===== src/fssm_pkg.sv =====
// Package for the first substring match search block.
// Holds shared constants, register indexes and the configuration struct.
// No dependencies.
`default_nettype none

package fssm_pkg;

    // Defaults for the top-level parameters
    localparam int MAX_PATTERN_DEF  = 16;
    localparam int OFFSET_WIDTH_DEF = 16;

    // Configuration port geometry
    localparam int CFG_DATA_W = 64;
    localparam int CFG_IDX_W  = 2;

    // Fixed register widths
    localparam int PATTERN_W = 128;
    localparam int LEN_W     = 5;

    // Register indexes
    localparam logic [CFG_IDX_W-1:0] REG_PATTERN_LOW    = 2'd0;
    localparam logic [CFG_IDX_W-1:0] REG_PATTERN_HIGH   = 2'd1;
    localparam logic [CFG_IDX_W-1:0] REG_PATTERN_LENGTH = 2'd2;

    // Pattern as seen by the datapath; length is already clamped
    typedef struct packed {
        logic [PATTERN_W-1:0] pattern;
        logic [LEN_W-1:0]     length;
    } cfg_t;

endpackage

`default_nettype wire


===== src/fssm_if.sv =====
// Stream channel interfaces for the first substring match search block.
// Depends on fssm_pkg for the default offset width.
`default_nettype none

interface fssm_in_if;
    logic       valid;
    logic       ready;
    logic [7:0] haystack_byte;
    logic       last_byte;

    modport source (output valid, output haystack_byte, output last_byte, input ready);
    modport sink   (input valid, input haystack_byte, input last_byte, output ready);
endinterface

interface fssm_out_if #(
    parameter int OFFSET_WIDTH = fssm_pkg::OFFSET_WIDTH_DEF
);
    logic                    valid;
    logic                    ready;
    logic                    found;
    logic [OFFSET_WIDTH-1:0] match_offset;
    logic                    too_long;

    modport source (output valid, output found, output match_offset, output too_long,
                    input ready);
    modport sink   (input valid, input found, input match_offset, input too_long,
                    output ready);
endinterface

`default_nettype wire


===== src/fssm_cfg_regs.sv =====
// Configuration registers of the first substring match search block.
// Depends on fssm_pkg; hands the pattern and clamped length out as cfg_t.
`default_nettype none

module fssm_cfg_regs #(
    parameter int MAX_PATTERN = fssm_pkg::MAX_PATTERN_DEF
) (
    input  wire logic                           clk,
    input  wire logic                           rst_n,
    input  wire logic                           cfg_wr_en,
    input  wire logic [fssm_pkg::CFG_IDX_W-1:0]  cfg_index,
    input  wire logic [fssm_pkg::CFG_DATA_W-1:0] cfg_data,
    output fssm_pkg::cfg_t                      cfg
);
    import fssm_pkg::*;

    localparam logic [LEN_W-1:0] MAX_LEN = LEN_W'(MAX_PATTERN);

    logic [CFG_DATA_W-1:0] pattern_low_reg;
    logic [CFG_DATA_W-1:0] pattern_high_reg;
    logic [LEN_W-1:0]      pattern_length_reg;

    // Write the addressed register; unknown indexes are dropped
    always_ff @(posedge clk or negedge rst_n)
    begin
        if (!rst_n)
        begin
            pattern_low_reg    <= '0;
            pattern_high_reg   <= '0;
            pattern_length_reg <= '0;
        end
        else if (cfg_wr_en)
        begin
            case (cfg_index)
                REG_PATTERN_LOW:    pattern_low_reg    <= cfg_data;
                REG_PATTERN_HIGH:   pattern_high_reg   <= cfg_data;
                REG_PATTERN_LENGTH: pattern_length_reg <= cfg_data[LEN_W-1:0];
                default:            ;
            endcase
        end
    end

    // Clamp the length to the supported pattern size
    always_comb
    begin
        cfg.pattern = {pattern_high_reg, pattern_low_reg};
        cfg.length  = (pattern_length_reg > MAX_LEN) ? MAX_LEN : pattern_length_reg;
    end

endmodule

`default_nettype wire


===== src/fssm_match.sv =====
// Window compare of the first substring match search block.
// Depends on fssm_pkg; checks the window plus the current byte against the pattern.
`default_nettype none

module fssm_match #(
    parameter int MAX_PATTERN = fssm_pkg::MAX_PATTERN_DEF,
    parameter int WIN_DEPTH   = (MAX_PATTERN > 1) ? MAX_PATTERN - 1 : 1
) (
    input  wire fssm_pkg::cfg_t cfg,
    input  wire logic [7:0]     window [WIN_DEPTH],
    input  wire logic [7:0]     cur_byte,
    output logic                hit
);
    import fssm_pkg::*;

    logic cand;

    // Evaluate every candidate length, keep the one configured
    always_comb
    begin
        hit  = 1'b0;
        cand = 1'b0;
        for (int l = 1; l <= MAX_PATTERN; l++)
        begin
            cand = (cfg.pattern[8*(l-1) +: 8] == cur_byte);
            for (int k = 0; k < l - 1; k++)
            begin
                if (window[l-2-k] != cfg.pattern[8*k +: 8])
                begin
                    cand = 1'b0;
                end
            end
            if (cfg.length == LEN_W'(l))
            begin
                hit = cand;
            end
        end
    end

endmodule

`default_nettype wire


===== src/first_substring_match_search_top.sv =====
// Top level of the first substring match search block.
// Depends on fssm_pkg, fssm_if, fssm_cfg_regs and fssm_match.
//
// Usage:
//   The haystack channel takes one text byte per item, with last_byte set on
//   the final byte of each haystack. The result channel gives one item per
//   haystack: found, match_offset of the first match start, and too_long.
//   The pattern is loaded through the write port (low word, high word,
//   length) while no haystack is in flight.
// Order and rate:
//   An item is taken into the input register, compared against the pattern in
//   the next cycle, and its result loads into the result register as its last
//   byte leaves. One byte is taken every cycle unless a final byte waits on a
//   result not yet taken; the compare between both registers is combinational.
// Reset:
//   Clears the pattern registers, the byte window, count and match record,
//   and drops any pending item or result.
// Stall:
//   While a result waits, non-final bytes keep flowing; the haystack channel
//   holds ready low only when a final byte meets a result not yet taken.
`default_nettype none

module first_substring_match_search_top #(
    parameter int MAX_PATTERN  = fssm_pkg::MAX_PATTERN_DEF,
    parameter int OFFSET_WIDTH = fssm_pkg::OFFSET_WIDTH_DEF
) (
    input  wire logic                            clk,
    input  wire logic                            rst_n,
    fssm_in_if.sink                              haystack,
    fssm_out_if.source                           result,
    input  wire logic                            cfg_wr_en,
    input  wire logic [fssm_pkg::CFG_IDX_W-1:0]  cfg_index,
    input  wire logic [fssm_pkg::CFG_DATA_W-1:0] cfg_data
);
    import fssm_pkg::*;

    localparam int WIN_DEPTH = (MAX_PATTERN > 1) ? MAX_PATTERN - 1 : 1;
    localparam int CNT_W     = OFFSET_WIDTH + 1;

    cfg_t cfg;

    logic       s1_valid_reg;
    logic [7:0] s1_byte_reg;
    logic       s1_last_reg;

    logic [7:0]              window_reg [WIN_DEPTH];
    logic [CNT_W-1:0]        count_reg;
    logic                    seen_reg;
    logic [OFFSET_WIDTH-1:0] first_reg;

    logic                    out_valid_reg;
    logic                    found_reg;
    logic [OFFSET_WIDTH-1:0] offset_reg;
    logic                    too_long_reg;

    logic                    hit;
    logic                    out_free;
    logic                    s1_fire;
    logic                    in_take;
    logic [CNT_W:0]          pos_plus1;
    logic                    detect;
    logic [CNT_W:0]          offset_wide;
    logic                    seen_next;
    logic [OFFSET_WIDTH-1:0] first_next;
    logic [CNT_W-1:0]        count_next;
    logic                    emit;
    logic                    found_next;
    logic [OFFSET_WIDTH-1:0] offset_next;
    logic                    too_long_next;

    fssm_cfg_regs #(
        .MAX_PATTERN (MAX_PATTERN)
    ) u_cfg (
        .clk       (clk),
        .rst_n     (rst_n),
        .cfg_wr_en (cfg_wr_en),
        .cfg_index (cfg_index),
        .cfg_data  (cfg_data),
        .cfg       (cfg)
    );

    fssm_match #(
        .MAX_PATTERN (MAX_PATTERN),
        .WIN_DEPTH   (WIN_DEPTH)
    ) u_match (
        .cfg      (cfg),
        .window   (window_reg),
        .cur_byte (s1_byte_reg),
        .hit      (hit)
    );

    // Handshake: only a final byte waits for the result register
    assign out_free       = !out_valid_reg || result.ready;
    assign s1_fire        = s1_valid_reg && (!s1_last_reg || out_free);
    assign haystack.ready = !s1_valid_reg || s1_fire;
    assign in_take        = haystack.valid && haystack.ready;

    // Match record, byte count and result for the item in the input register
    always_comb
    begin
        pos_plus1   = {1'b0, count_reg} + (CNT_W+1)'(1);
        detect      = (cfg.length != '0) && !seen_reg && !count_reg[OFFSET_WIDTH]
                      && (pos_plus1 >= (CNT_W+1)'(cfg.length)) && hit;
        offset_wide = pos_plus1 - (CNT_W+1)'(cfg.length);
        seen_next   = seen_reg || detect;
        first_next  = detect ? offset_wide[OFFSET_WIDTH-1:0] : first_reg;

        // Saturate one past the indexable length
        if (count_reg[OFFSET_WIDTH] && (count_reg[OFFSET_WIDTH-1:0] != '0))
        begin
            count_next = count_reg;
        end
        else
        begin
            count_next = count_reg + CNT_W'(1);
        end

        too_long_next = count_next[OFFSET_WIDTH] && (count_next[OFFSET_WIDTH-1:0] != '0);
        emit          = s1_fire && s1_last_reg;

        if (cfg.length == '0)
        begin
            found_next  = 1'b1;
            offset_next = '0;
        end
        else
        begin
            found_next  = seen_next;
            offset_next = seen_next ? first_next : '0;
        end
    end

    // Input register valid
    always_ff @(posedge clk or negedge rst_n)
    begin
        if (!rst_n)
        begin
            s1_valid_reg <= 1'b0;
        end
        else if (haystack.ready)
        begin
            s1_valid_reg <= haystack.valid;
        end
    end

    // Input register payload
    always_ff @(posedge clk)
    begin
        if (in_take)
        begin
            s1_byte_reg <= haystack.haystack_byte;
            s1_last_reg <= haystack.last_byte;
        end
    end

    // Search state: advance on each byte, clear after the final byte
    always_ff @(posedge clk or negedge rst_n)
    begin
        if (!rst_n)
        begin
            for (int i = 0; i < WIN_DEPTH; i++)
            begin
                window_reg[i] <= '0;
            end
            count_reg <= '0;
            seen_reg  <= 1'b0;
            first_reg <= '0;
        end
        else if (s1_fire)
        begin
            if (s1_last_reg)
            begin
                for (int i = 0; i < WIN_DEPTH; i++)
                begin
                    window_reg[i] <= '0;
                end
                count_reg <= '0;
                seen_reg  <= 1'b0;
                first_reg <= '0;
            end
            else
            begin
                window_reg[0] <= s1_byte_reg;
                for (int i = 1; i < WIN_DEPTH; i++)
                begin
                    window_reg[i] <= window_reg[i-1];
                end
                count_reg <= count_next;
                seen_reg  <= seen_next;
                first_reg <= first_next;
            end
        end
    end

    // Result register valid: load on a final byte, drop when taken
    always_ff @(posedge clk or negedge rst_n)
    begin
        if (!rst_n)
        begin
            out_valid_reg <= 1'b0;
        end
        else if (emit)
        begin
            out_valid_reg <= 1'b1;
        end
        else if (result.ready)
        begin
            out_valid_reg <= 1'b0;
        end
    end

    // Result register payload
    always_ff @(posedge clk)
    begin
        if (emit)
        begin
            found_reg    <= found_next;
            offset_reg   <= offset_next;
            too_long_reg <= too_long_next;
        end
    end

    assign result.valid        = out_valid_reg;
    assign result.found        = found_reg;
    assign result.match_offset = offset_reg;
    assign result.too_long     = too_long_reg;

endmodule

`default_nettype wire


===== src/flat_wrapper.sv =====
// flat-port wrapper written by rule: the top's interface ports become plain ports
module first_substring_match_search_top_flat import fssm_pkg::*;
#(
    parameter int MAX_PATTERN  = fssm_pkg::MAX_PATTERN_DEF,
    parameter int OFFSET_WIDTH = fssm_pkg::OFFSET_WIDTH_DEF
)
  (clk, rst_n, cfg_wr_en, cfg_index, cfg_data, haystack_valid, haystack_haystack_byte, haystack_last_byte, haystack_ready, result_valid, result_found, result_match_offset, result_too_long, result_ready);
  fssm_in_if haystack_i ();
  fssm_out_if #(.OFFSET_WIDTH(OFFSET_WIDTH)) result_i ();
  input  wire logic clk;
  input  wire logic rst_n;
  input  wire logic cfg_wr_en;
  input  wire logic [fssm_pkg::CFG_IDX_W-1:0] cfg_index;
  input  wire logic [fssm_pkg::CFG_DATA_W-1:0] cfg_data;
  input wire logic [$bits(haystack_i.valid)-1:0] haystack_valid;
  input wire logic [$bits(haystack_i.haystack_byte)-1:0] haystack_haystack_byte;
  input wire logic [$bits(haystack_i.last_byte)-1:0] haystack_last_byte;
  output wire logic [$bits(haystack_i.ready)-1:0] haystack_ready;
  output wire logic [$bits(result_i.valid)-1:0] result_valid;
  output wire logic [$bits(result_i.found)-1:0] result_found;
  output wire logic [$bits(result_i.match_offset)-1:0] result_match_offset;
  output wire logic [$bits(result_i.too_long)-1:0] result_too_long;
  input wire logic [$bits(result_i.ready)-1:0] result_ready;
  assign haystack_i.valid = haystack_valid;
  assign haystack_i.haystack_byte = haystack_haystack_byte;
  assign haystack_i.last_byte = haystack_last_byte;
  assign haystack_ready = haystack_i.ready;
  assign result_valid = result_i.valid;
  assign result_found = result_i.found;
  assign result_match_offset = result_i.match_offset;
  assign result_too_long = result_i.too_long;
  assign result_i.ready = result_ready;
  first_substring_match_search_top #(.MAX_PATTERN(MAX_PATTERN), .OFFSET_WIDTH(OFFSET_WIDTH)) u_core (.clk(clk), .rst_n(rst_n), .haystack(haystack_i), .result(result_i), .cfg_wr_en(cfg_wr_en), .cfg_index(cfg_index), .cfg_data(cfg_data));
endmodule

===== config.mk =====
export PLATFORM = sky130hd
export DESIGN_NAME = first_substring_match_search_top_flat
export DESIGN_NICKNAME = d
export VERILOG_FILES = /design/src/fssm_pkg.sv /design/src/fssm_if.sv /design/src/fssm_cfg_regs.sv /design/src/fssm_match.sv /design/src/first_substring_match_search_top.sv /design/src/flat_wrapper.sv
export SDC_FILE = /design/constraint.sdc
export NUM_CORES = 1
export LEC_CHECK = 0
export BUFFER_PORTS_ARGS = -buffer_cell sky130_fd_sc_hd__buf_2
export CORE_MARGIN = 4
export CORE_UTILIZATION = 50
export CTS_BUF_LIST = sky130_fd_sc_hd__clkbuf_4 sky130_fd_sc_hd__clkbuf_8
export DETAILED_ROUTE_END_ITERATION = 16
export GPL_TIMING_DRIVEN = 1
export PLACE_DENSITY_LB_ADDON = 0.08
export SYNTH_ARGS = -nofsm -noshare
export SYNTH_HDL_FRONTEND = slang
export SYNTH_SLANG_ARGS = --single-unit

===== constraint.sdc =====
create_clock -name clk -period 3.2 [get_ports clk]
set_clock_uncertainty 0.15 [all_clocks]
set_input_delay 0.16 -clock clk [delete_from_list [all_inputs] [get_ports clk]]
set_output_delay 0.16 -clock clk [all_outputs]
set_load 0.005 [all_outputs]

== Yosys cells after proc, flatten, opt, wreduce, memory -nomap -nowiden ==
Index checks and enable logic that the tools add are counted.

* Add/sub/neg operators: 3
* $mul: 0
* Div/mod/pow operators: 0
* $lt $le $gt $ge: 2
* Eq/ne operators: 154
* Shifts and indexed selects: 0
* Multiplexer cells: 145
* Bitwise gates (word level): 1
* Reduce and logical (&&, ||, !) cells: 28

{| class="wikitable"
|+ Operator list
! operator !! number
|-
| $ne 8x8->1 || 120
|-
| $mux 1 || 139
|-
| $eq 8x8->1 || 16
|-
| $mux 120 || 1
|-
| $eq 5x4->1 const B || 8
|-
| $mux 17 || 2
|-
| $mux 16 || 2
|-
| $reduce_bool 16->1 || 2
|-
| $eq 5x3->1 const B || 4
|-
| $add 17x1->18 const B || 1
|-
| $ge 18x5->1 || 1
|-
| $add 17x1->17 const B || 1
|-
| $sub 16x5->16 || 1
|-
| $eq 5x2->1 const B || 2
|-
| $logic_and 1x1->1 || 9
|-
| $reduce_and 2->1 || 3
|-
| $eq 5x1->1 const B || 1
|-
| $eq 5x5->1 const B || 1
|-
| $gt 5x5->1 const B || 1
|-
| $logic_not 1->1 || 5
|-
| $logic_not 5->1 || 1
|-
| $mux 5 || 1
|-
| $reduce_bool 5->1 || 1
|-
| $logic_or 1x1->1 || 4
|-
| 6 further kinds || 6
|}

* Flip-flop bits (word level): 316
* Bits in latches: 0
* RAM bits: 0
* Bits in read-only memories: 0
* Bits of input ports: 80
* Output and inout port bits: 20
* Word-level logic and storage cells: 361
* Memories kept: 0

== Depth between registers and ports, before layout ==
* Depth after elaboration: 23
* Mapped depth: 15
* Depth with buffers taken out: 13

== By module ==
Synthesis repeated with hierarchy kept, for this count alone.

* Cells, all modules: 3011
* Area total of the unflattened synthesis: 28143.2 um^2

{| class="wikitable"
|+ Modules (own cells, without submodules)
! module !! times used !! cells an instance !! area an instance (um^2) !! seq. area each (um^2)
|-
| fssm_match || 1 || 1767 || 13723.2 || 0.0
|-
| first_substring_match_search_top || 1 || 956 || 9031.2 || 4714.5
|-
| fssm_cfg_regs || 1 || 288 || 5388.9 || 3328.2
|}

== Worst setup path after synthesis ==
OpenSTA, ideal clock, no wires.

* Path type: reg2reg
* Start point: register u_core.count_reg[0]
* End point: register u_core.offset_reg[14] (netlist: u_core.result.match_offset[14]) (data pin)
* Setup time: 260 ps
* Data arrival time: 3104 ps
* Data required time: 2790 ps
* Setup slack: -313 ps
* Cell stages (with the launch flop): 14
* Path buffers: 2
* Clock period less this slack: 3513 ps
* Path through: dfrtp_1 -> ha_1 -> clkbuf_1 -> xor2_1 -> ha_1 -> nor2b_1 -> o21ai_0 -> nand2b_1 -> a2111oi_2 -> nand3_1 -> o2111a_1 -> nand3_2 -> buf_2 -> o21ai_1

* Word-level cells in the longest chain between the ends: 7
* Elaborated cells on any way between the ends: 9
* Classes of those cells: add/sub: 2; order compare: 1; mux: 1; bitwise: 1; reduce/logical: 4

{| class="wikitable"
|+ Ends and longest elaborated chain
! item !! RTL line !! source
|-
| start: declaration || first_substring_match_search_top.sv:47 || <nowiki>logic [CNT_W-1:0] count_reg;</nowiki>
|-
| start signal: assignment || first_substring_match_search_top.sv:188 || <nowiki>count_reg <= count_next;</nowiki>
|-
| $add 17x1->18 * || first_substring_match_search_top.sv:101 || <nowiki>pos_plus1 = {1'b0, count_reg} + (CNT_W+1)'(1);</nowiki>
|-
| $ge 18x5->1 || first_substring_match_search_top.sv:103 || <nowiki>&& (pos_plus1 >= (CNT_W+1)'(cfg.length)) && hit;</nowiki>
|-
| $logic_and 1x1->1 (2 in series) || first_substring_match_search_top.sv:103 ||
|-
| $logic_or 1x1->1 || first_substring_match_search_top.sv:105 || <nowiki>seen_next = seen_reg || detect;</nowiki>
|-
| $not 1->1 (no source line) || n/a ||
|-
| $reduce_or 2->1 (no source line) || n/a ||
|-
| end signal: assignment || first_substring_match_search_top.sv:218 || <nowiki>offset_reg <= offset_next;</nowiki>
|-
| end: declaration || first_substring_match_search_top.sv:53 || <nowiki>logic [OFFSET_WIDTH-1:0] offset_reg;</nowiki>
|}

Mark *: on every way between the ends. The rest lies on a longest branch, timed or not.
A chain may end at the register's enable or synchronous reset.

== Worst setup path after layout ==
* Start point: register u_core.window_reg[29] (netlist name)
* End point: register u_core.first_reg[0]

* Word-level cells in the longest chain between the ends: 20
* Elaborated cells on any way between the ends: 59
* Classes of those cells: eq/ne: 4; mux: 54; reduce/logical: 1

{| class="wikitable"
|+ Ends and longest elaborated chain
! item !! RTL line !! source
|-
| start: declaration || first_substring_match_search_top.sv:46 || <nowiki>logic [7:0] window_reg [WIN_DEPTH];</nowiki>
|-
| start signal: indexed assignment || first_substring_match_search_top.sv:186 || <nowiki>window_reg[i] <= window_reg[i-1];</nowiki>
|-
| $ne 8x8->1 || fssm_match.sv:28 || <nowiki>if (window[l-2-k] != cfg.pattern[8*k +: 8])</nowiki>
|-
| $mux 1 (12 in series) || fssm_match.sv:28 ||
|-
| $mux 1 (3 in series) || fssm_match.sv:33 || <nowiki>if (cfg.length == LEN_W'(l))</nowiki>
|-
| $mux 1 * || fssm_match.sv:33 ||
|-
| $logic_and 1x1->1 * || first_substring_match_search_top.sv:103 ||
|-
| $mux 16 * || first_substring_match_search_top.sv:106 || <nowiki>first_next = detect ? offset_wide[OFFSET_WIDTH-1:0] : first_reg;</nowiki>
|-
| $mux 16 * || first_substring_match_search_top.sv:171 || <nowiki>if (s1_last_reg)</nowiki>
|-
| end signal: assignment || first_substring_match_search_top.sv:190 || <nowiki>first_reg <= first_next;</nowiki>
|-
| end: declaration || first_substring_match_search_top.sv:49 || <nowiki>logic [OFFSET_WIDTH-1:0] first_reg;</nowiki>
|}

Marked as above.

==> qor.csv <==
stage,metric,value,unit
detailed_routing,drt_iter0_markers,4908,
place,gp_congestion,1.28,
logic_synthesis,synth-warning-count,0,
global_route,grt_usage,57.5,%
floorplanning,die_h,240,microns
place,io_buffer_count,99,
cells_and_area,drive_above_1_share,30.8,%
pwr,power.density,570,nW/um^2
worst_setup_path,cp_data_arrival_time,4350,ps
place,dp_slack,-889,ps
place,postPlaceCellArea,32900,sq um
floorplanning,initial_core_util,50.7,%
global_route,antenna_found_initial,7,
job,cap_violations,0,
cts,tritoncts,yes,
timing,slew_violations,0,
outcome,status,"complete, but fails checks",
timing,fmax,0.255,GHz
logic_synthesis,ys_ff_latch,316,
detailed_routing,vias,29300,
global_route,grt_max_degree,131,
timing,tightest_slew,1160,ps
floorplanning,pin_count,100,
worst_setup_path,crit_fanout,16,
outcome,violations,setup timing,
global_route,grt_util_met2,76.1,%
cts,htreeDepth,2,
logic_synthesis,netlist_instances,2991,
timing,period_share,122,%
cells_and_area,nets,3583,
logic_synthesis,synthArstFlopShare,91.5,%
worst_setup_path,startpoint_type,flip-flop,
cts,cts_sinks,316,
place,numPlacedInstances,4016,
cts,cts-buffers-inserted,60,
cells_and_area,fin_util,67.9,%
logic_synthesis,synth_edf_count,27,
worst_setup_path,crit_buf_inv,4,
global_route,globalRoute.busiestLayer,met2,
global_route,grtUsageMet1,65.7,%
cells_and_area,largest_register_ffs,120,
floorplanning,placeableCoreArea,52900,sq um
detailed_routing,first_pass_iters,8,
cts,clk_latency,730,ps
cts,root_buffer,clkbuf_8,
worst_setup_path,required,3640,ps
pwr,static-leakage-power,15.6,nW
floorplanning,design.die.area,57400,sq um
logic_synthesis,syn_nets,3079,
logic_synthesis,syn_avg_cell_area,8.97,sq um
global_route,first_global_vias,28200,
detailed_routing,vias_per_cell,6.91,
logic_synthesis,synth_ff_type,dfrtp_1,
worst_setup_path,crit_type,flip-flop to flip-flop,
logic_synthesis,yosysSeqAreaShare,30.0,%
worst_setup_path,cp_top_family,simple AND/OR/NAND/NOR gates,
detailed_routing,drc,0,
global_route,grt-ovfl-total,0,
min_path,hp-class,input port to flip-flop,
cts,cts_max_path_buffers,3,
floorplanning,num_rows,84,
global_route,use_met3,32.1,%
detailed_routing,totalWireLength,171,mm
cells_and_area,fin_cells,4237,
detailed_routing,final_antenna_net_count,0,
detailed_routing,wl_per_cell,40.3,microns
logic_synthesis,synthDistinctLibCells,74,
floorplanning,fp.dieW,240,microns
worst_setup_path,end_kind,flip-flop,
cells_and_area,area_delta_synth_final,33.8,%
logic_synthesis,syn_area,26800,sq um
global_route,grt_pass1_wl,227,mm
worst_setup_path,cp_slowest_cell,nand4_1,
timing,slew_headroom,22.2,%
cts,clk_pin_slew,80,ps
worst_setup_path,worstPathCellList,"xnor2_2, nand4_1, nor4_2, buf_4, nand4_1, o41ai_4, buf_4, o2111a_2, buf_6, nand4_2, buf_12, o22ai_2",
timing,finalSetupViolations,34,
place,hpwl,122,mm
pwr,ir_worst_vdd,493,uV
timing,setup_slack,-716,ps
timing,final-hold-violation-count,0,
cells_and_area,final_cell_area,35900,sq um
worst_setup_path,cpPeakStageDelay,520,ps
timing,rsz0062_at_grt,yes,
timing,period_needed,3920,ps
[final cells by class]
cell class                      instances  area, sq um
Multi-Input combinational cell       2262        17700
Fill cell                            4133        17000
Sequential cell                       316         8070
Timing Repair Buffer                  827         7770
Clock buffer                           87         1120
Tap cell                              688          861
Clock inverter                         23          277
Inverter                               28          105
Antenna cell                            6         15.0
[power breakdown]
group          internal (mW)  total (mW)  leakage, nW  switching (mW)
Clock                   2.73        4.82        0.731            2.10
Sequential              4.51        5.32         3.96           0.806
Combinational           4.24        10.3         10.9            6.08
[cells in the final DEF (no fill, tap or decap), types with 19 or more instances in the layout]
cell	n
nand4_1	178
dlygate4sd3_1	89
nand3_1	19
o31ai_1	19
nand3b_1	114
buf_4	508
buf_2	98
inv_1	26
dfrtp_2	21
xor2_1	534
nor4_1	154
mux2_2	129
dfrtp_1	267
edfxtp_1	27
o21ai_0	41
nand2_1	283
clkbuf_8	74
buf_12	121
nor2_1	23
xnor2_1	543
[Yosys cell counts (3+ instances only)]
library cell | n | area share (%)
nand3b_1 | 114 | 3.2
nor4b_1 | 3 | 0.098
mux2_2 | 129 | 5.4
nor2b_1 | 13 | 0.30
ha_1 | 7 | 0.33
nor4_1 | 174 | 4.1
nand3_1 | 20 | 0.37
o21ai_0 | 41 | 0.77
and3_1 | 5 | 0.12
xnor2_1 | 558 | 18
and2_1 | 5 | 0.12
buf_2 | 93 | 1.7
edfxtp_1 | 27 | 3.0
nor3b_1 | 3 | 0.084
nand2_1 | 285 | 4.0
inv_1 | 26 | 0.36
or4_1 | 8 | 0.22
dfrtp_1 | 289 | 27
a211oi_1 | 4 | 0.11
o41ai_1 | 4 | 0.13
clkbuf_1 | 214 | 3.0
a22o_1 | 3 | 0.098
nand2b_1 | 4 | 0.093
o22ai_1 | 15 | 0.35
nor3_1 | 19 | 0.35
buf_1 | 75 | 1.0
xor2_1 | 539 | 18
o31ai_1 | 20 | 0.56
a21oi_1 | 12 | 0.22
nor2_1 | 23 | 0.32
o22ai_2 | 9 | 0.42
o21ai_1 | 18 | 0.34
nand4b_1 | 3 | 0.098
nand4_1 | 178 | 4.2
a31oi_1 | 5 | 0.12
[worst paths after layout]
kind	start	endpoint	slack, ps	depth (start not counted)
worst max-delay path	u_core.window_reg[29]	u_core.first_reg[0]	-720	12
worst min-delay path	haystack_haystack_byte[1]	u_core.s1_byte_reg[1]	20	2
worst max register to register	u_core.window_reg[29]	u_core.first_reg[0]	-720	12
worst min register to register	u_core.window_reg[5]	u_core.window_reg[5]	350	2
max in group asynchronous	rst_n	u_core.window_reg[114]	1250	4
min in group asynchronous	rst_n	u_core.u_cfg.pattern_high_reg[13]	400	3
[layer usage]
metal,part of all wire (%),vias up,routed length (microns)
met2,38,3061,64100
met5,0.0076,-,13
li1,-,11000,-
met4,12,2,20700
met1,33,14000,56700
met3,17,1151,29000
[metrics by stage]
stage	hold WS (ps)	power [mW]	TNS, ps
3_3_place_gp	120	14.3	-28300
5_1_grt	28.5	20.5	-18900
3_5_place_dp	132	14.4	-27040
4_1_cts	0.0842	19.4	-6430
6_report	20.8	20.5	-19950
2_1_floorplan	-286	9.69	0
[cell families after synthesis]
group | after synthesis | synth area share, %
buf+inv | 413 | 6.26
fa+ha+maj | 8 | 0.401
mux | 130 | 5.45
flops | 316 | 30.0
simple gates | 870 | 18.0
compound gates | 157 | 4.03
xor+xnor | 1097 | 35.8
[worst register-to-register path, delay by kind of cell (launching register included)]
| kind | cells | cell delay, ps |
|---|---|---|
| buffers and inverters | 4 | 740 |
| AOI/OAI and AO/OA | 3 | 990 |
| xor gates and xnor gates | 1 | 250 |
| and+or+nand+nor | 4 | 1160 |
| DFF | 1 | 500 |
[what timing repair did]
item / 4_1_cts / 5_1_grt
gates cloned: 1 / 1
hold endpoints to repair: 391 / 0
resized for setup: 78 / 31
pin swaps: 7 / 17
setup endpoints to repair: 34 / 35
hold buffers: 89 / 0
setup buffers: 15 / 0
Power figures use the tool's default switching activity.
